`config.mk`:
```
export PLATFORM = sky130hd
export DESIGN_NAME = rpz_fifo
export DESIGN_NICKNAME = d
export VERILOG_FILES = /design/src/rpz_pkg.sv /design/src/rpz_fifo.sv
export SDC_FILE = /design/constraint.sdc
export NUM_CORES = 1
export LEC_CHECK = 0
export ABC_AREA = 0
export BUFFER_PORTS_ARGS = -buffer_cell sky130_fd_sc_hd__buf_2
export CAP_MARGIN = 20
export CORE_MARGIN = 2
export CORE_UTILIZATION = 50
export CTS_CLUSTER_SIZE = 16
export DETAILED_ROUTE_END_ITERATION = 6
export GPL_TIMING_DRIVEN = 0
export PLACE_DENSITY = 0.77
export SETUP_SLACK_MARGIN = 0.3
export SLEW_MARGIN = 20
export SYNTH_ARGS = -nofsm -noshare
export SYNTH_HDL_FRONTEND = slang
export SYNTH_SLANG_ARGS = --single-unit
```
`constraint.sdc`:
```
create_clock -name clk -period 3.95 [get_ports clk]
set_clock_uncertainty 0.1 [all_clocks]
set_input_delay 0.395 -clock clk [delete_from_list [all_inputs] [get_ports clk]]
set_output_delay 0.395 -clock clk [all_outputs]
set_load 0.05 [all_outputs]
```
`src/rpz_pkg.sv`:
```
package rpz_pkg;

  localparam int CELL_W    = 16;
  localparam int QDEPTH    = 2;
  localparam int DIV_W     = 60;
  localparam int DIVISOR_W = 44;
  localparam int QUO_W     = 16;
  localparam int STEP_W    = 5;

  localparam logic [7:0]  CHAR_SPACE = 8'd32;
  localparam logic [15:0] DEPTH_SAT  = 16'hFFFF;
  localparam logic [3:0]  LUM_MAX    = 4'd10;

  localparam logic signed [15:0] RST_SIN   = 16'sd0;
  localparam logic signed [15:0] RST_COS   = 16'sd16384;
  localparam logic [15:0]        RST_VIEW  = 16'd2560;
  localparam logic [15:0]        RST_SCALE = 16'd3413;

  typedef enum logic [1:0] {
    KIND_CLEAR = 2'd0,
    KIND_PLOT  = 2'd1,
    KIND_READ  = 2'd2,
    KIND_NONE  = 2'd3
  } kind_t;

  typedef enum logic [2:0] {
    REG_SIN_A      = 3'd0,
    REG_COS_A      = 3'd1,
    REG_SIN_B      = 3'd2,
    REG_COS_B      = 3'd3,
    REG_VIEW_DIST  = 3'd4,
    REG_PROJ_SCALE = 3'd5
  } reg_idx_t;

  typedef enum logic [1:0] {
    OP_CLEAR,
    OP_PLOT,
    OP_READ,
    OP_FIXED
  } op_t;

  typedef struct packed {
    op_t               op;
    logic [CELL_W-1:0] addr;
    logic [15:0]       depth;
    logic [7:0]        ch;
  } qentry_t;

  typedef struct packed {
    logic [7:0]  cell_char;
    logic [15:0] cell_depth;
    logic        written;
  } result_t;

  typedef struct packed {
    logic signed [15:0] sin_a;
    logic signed [15:0] cos_a;
    logic signed [15:0] sin_b;
    logic signed [15:0] cos_b;
    logic [15:0]        view_distance;
    logic [15:0]        projection_scale;
  } cfg_t;

  typedef enum logic [3:0] {
    F_IDLE,
    F_MUL1,
    F_MUL2,
    F_MUL3,
    F_ROT,
    F_PROJ1,
    F_PROJ2,
    F_CHECK,
    F_DEPTH,
    F_DIVX,
    F_DIVY,
    F_CELL,
    F_PUSH
  } fe_state_t;

  typedef enum logic [1:0] {
    B_CLEAR,
    B_IDLE,
    B_LOOK,
    B_REPLY
  } be_state_t;

  // Shade ramp, darkest to brightest
  function automatic logic [7:0] shade(input logic [3:0] li);
    logic [7:0] c;
    unique case (li)
      4'd0:    c = 8'd46;   // .
      4'd1:    c = 8'd44;   // ,
      4'd2:    c = 8'd45;   // -
      4'd3:    c = 8'd126;  // ~
      4'd4:    c = 8'd58;   // :
      4'd5:    c = 8'd59;   // ;
      4'd6:    c = 8'd33;   // !
      4'd7:    c = 8'd42;   // *
      4'd8:    c = 8'd35;   // #
      4'd9:    c = 8'd36;   // $
      default: c = 8'd64;   // @
    endcase
    return c;
  endfunction

endpackage

```
`src/rpz_fifo.sv`:
```
module rpz_fifo import rpz_pkg::*; (
  input  logic    clk,
  input  logic    rst_n,
  input  logic    push,
  input  qentry_t push_entry,
  output logic    full,
  input  logic    pop,
  output qentry_t pop_entry,
  output logic    nonempty
);

  localparam int PW = $clog2(QDEPTH);

  qentry_t         slot_r [QDEPTH];
  logic [PW-1:0]   wptr_r, rptr_r;
  logic [PW:0]     count_r;

  assign full      = count_r == (PW+1)'(QDEPTH);
  assign nonempty  = count_r != '0;
  assign pop_entry = slot_r[rptr_r];

  // Advance pointers and occupancy
  always_ff @(posedge clk) begin
    if (!rst_n) begin
      wptr_r  <= '0;
      rptr_r  <= '0;
      count_r <= '0;
    end else begin
      if (push) begin
        wptr_r <= wptr_r + PW'(1);
      end
      if (pop) begin
        rptr_r <= rptr_r + PW'(1);
      end
      if (push && !pop) begin
        count_r <= count_r + (PW+1)'(1);
      end else if (pop && !push) begin
        count_r <= count_r - (PW+1)'(1);
      end
    end
  end

  always_ff @(posedge clk) begin
    if (push) begin
      slot_r[wptr_r] <= push_entry;
    end
  end

endmodule

```
; ---- Word-level counts from Yosys, hierarchy flattened
; Memories as Yosys holds them, arrays and structs flattened. A register that Yosys moved wholly into a read port is not among the register bits.
; Cells that the tools add are included.
[word_totals]
ramBits = 84
mem_count = 1
ff_bits = 4
input_bits = 46
[mem_list]
columns = name, depth, word_bits, rd, rd_ports_with_merged_regs, write_ports, line_no
row1 = slot_r, 2, 42, 1, 1, 1, rpz_fifo.sv:14  ; qentry_t slot_r [QDEPTH];
[classes]
eq_ne = 1
n_reduce_logical = 6
mux = 6
add_sub_neg = 4
[ops]
columns = operator, count
row1 = $mux W1, 4
row2 = $mux W2, 2
row3 = $reduce_bool A2 Y1, 2
row4 = $add A1 B1 Y1 const B, 2
row5 = $add A2 B1 Y2 const B, 1
row6 = $eq A2 B2 Y1 const B, 1
row7 = $logic_and A1 B1 Y1, 2
row8 = $logic_not A1 Y1, 2
row9 = $sub A2 B1 Y2 const B, 1

; ---- Depth between registers and ports, before layout
[logic_depth]
ltp_word = 4
depth_mapped = 5

; ---- Least setup slack after synthesis
; OpenSTA, ideal clock, no wires.
[synth_timing]
path_kind = input to register
from = input push
to = memory slot_r[0][0] in the netlist's numbering (enable)
setup_slack_ns = 1.102
setup_ns = 0.448
stages = 1
n_path_buf = 0
t_arrival_ns = 2.301
cell_sequence = nor2b_1
[synth_between]
elab_chain_len = 2
[synth_rtl]
columns = element, line_no
row1 = "start, declared", rpz_fifo.sv:4  ; input logic push,
row2 = $mux W1, rpz_fifo.sv:44  ; if (push) begin
row3 = $mux W1 (implied by the code), rpz_fifo.sv:45  ; slot_r[wptr_r] <= push_entry;
row4 = "end, declared", rpz_fifo.sv:14
; No other way between the ends.

==> impl_results.md <==
- Vias in the first global route: 1780
- Synth Net Count: 200
- Final Critical Period: 2090 ps
- Final wirelength: 5340 µm
- Post-route ant nets: 0
- Worst slew pin tran: 424 ps
- Status: completed
- Fin nets: 303
- Synth top cells by count: edfxtp_1, mux2_2, dfxtp_1
- Starting density of the core: 0.515
- Count leader, synth: edfxtp_1
- Max-cap violations: 0
- Leak Pwr: 1.55 nW
- Sink Count: 89
- Slew HR: 0.717
- Setup ws final: 1860 ps
- Area share of the largest cell type after synthesis: 0.776
- Number of unique standard cell types used by synthesis: 17
- FILL cells: 463
- Mean Syn Cell Area: 21.3 µm²
- Synth top area cells: edfxtp_1, mux2_2, dfxtp_1
- Boundary Pins: 90
- Startpoint types: flip-flop
- Worst-skew pair later-pin latency: 330 ps
- CP endpoint kind: output port
- Reg clk slew, reported paths: 80 ps
- RSZ-0062 raised after global routing: false
- Yosys warns: 0
- Synthesis-stage register bit count: 89
- Routed via count: 1670
- Htree depth: 3
- Sequential Area: 0.00262 mm²
- Hold Fails Final Rpt: 0
- Drt pass-1 iters: 4
- 1st-iter DRT viols: 98
- P per Cell Area: 502 mW/mm²
- Setup Viol. Count Final: 0
- CTS root buf: clkbuf_8
- Tcrit/Tclk final: 0.530
- Mapped Cells: 153
- Routability cong.: 0.712
- GRT Util Overall: 0.156
- Die width: 84.6 µm
- Detailed placement HPWL: 3600 µm
- Commonest register cell after synthesis: edfxtp_1
- Pre-CTS WS: 2200 ps
- Post-CTS sizing: 0
- Crit path kind: flip-flop to output port
- Hold crit path type: input port to flip-flop
- Number of CTS-inserted buffers: 9
- FMAX: 478 MHz
- Ys async rst share: 0
- Routed vias/inst: 4.94
- CTS tree: built
- Die Height: 84.6 µm
- Worst Path Max Fanout: 10
- Multi-input logic area: 599 µm²
- WP data arrival: 1600 ps
- Antenna fix cells: 0
- Clock Path Buffers: 2
- Grt total ovfl: 0
- Post-synthesis sequential area ratio: 0.806
- Post-synth EDFFs: 84
- # Post-CTS Setup Buffers: 0
- Hold-fix buffers at CTS: 0
- Area delta synth->final: 24.7%
- Synth area leader: edfxtp_1
- Critical Path RT: 3450 ps
- Initial antenna violation count: 0
- Setup tns final: 0 ps
- Rows: 29
- Largest net degree at the start of global routing: 28
- Final Util: 0.642
- Die Footprint: 0.00716 mm²
- Syn Std Cell Area: 0.00325 mm²
- Layout cell share with drive strength beyond 1: 0.590
- Peak VDD IR: 324 µV
- Port bufs: 89
- Fin. max-slew vios: 0
- Core footprint: 0.00631 mm²
- Global-route wire length before repair: 8270 µm
- Drc violations: 0
- Per-cell routed wire length: 15.8 µm
[worst max-delay path, cell delays in order, from the launching register on]
cell,delay [ps]
dfxtp_1,300
buf_2,170
buf_4,220
mux2_2,350
buf_2,210
[state kept, by name, indices dropped and copies added (netlist names), named ones only]
register,flops
count_r,2
slot_r,84
wptr_r,1
rptr_r,1
[power breakdown]
group | internal, mW | switching, mW | leakage, nW
Clock | 0.286 | 0.275 | 0.0898
Sequential | 1.09 | 0.0138 | 0.830
Combinational | 0.119 | 0.257 | 0.633
Total | 1.49 | 0.545 | 1.55
[path summary, 6_finish.rpt]
path,start,to,slack (ps),depth (start not counted)
min,push_entry[41],slot_r[1][41]$_DFFE_PP_,150,1
max,flip-flop,pop_entry[2],1860,4
max reg2reg,wptr_r$_SDFFE_PN0P_,slot_r[0][27]$_DFFE_PP_,2460,3
min reg2reg,count_r[1]$_SDFFE_PN0P_,count_r[1]$_SDFFE_PN0P_,410,2
[layout make-up]
class / instances / share of cell area
Clock inverter: 5 / 0.0114
Tap cell: 77 / 0.0238
Timing Repair Buffer: 92 / 0.128
Clock buffer: 11 / 0.0324
Inverter: 1 / 0.000926
Buffer: 5 / 0.00864
Sequential cell: 89 / 0.647
Multi-Input combinational cell: 58 / 0.148
[cell families (layout without fill, tap and decap cells)]
| group | Yosys count | after routing | synth area share |
|---|---|---|---|
| buf+inv | 6 | 114 | 0.0119 |
| mux | 42 | 42 | 0.145 |
| compound gates | 3 | 3 | 0.00616 |
| xor+xnor | 3 | 3 | 0.00808 |
| simple gates | 9 | 9 | 0.0181 |
| fa+ha+maj | 1 | 1 | 0.00385 |
| flops | 89 | 89 | 0.806 |
[metal layers]
metal | global-route usage | wire length (µm)
met5 | 0 | 0
met2 | 0.265 | 2800
met4 | 0.0779 | 44
met3 | 0.0462 | 267
met1 | 0.182 | 2230
[metrics by stage]
step / power, mW / hold slack [ps] / cells / area (µm²)
global route: 2.12 / 117 / 338 / 4060
CTS: 2.06 / 122 / 338 / 4060
floorplan: 1.40 / 361 / 153 / 3250
detailed placement: 1.50 / 403 / 322 / 3880
global placement: 1.48 / 378 / 319 / 3790
finish: 2.04 / 146 / 338 / 4060
[layout by cell type, fill, tap and decap left out, drive strengths merged]
master  Yosys  routed
dfxtp       5       5
buf         5      97
and2        4       4
or3         1       1
inv         1       1
xnor2       1       1
clkinv      0       4
o21a        1       1
clkbuf      0      11
edfxtp     84      84
xor2        2       2
ha          1       1
or2         1       1
bufinv      0       1
a21boi      1       1
o21ai       1       1
nor2b       2       2
and2b       1       1
mux2       42      42
Note: power is estimated with default switching activity, not from simulation.
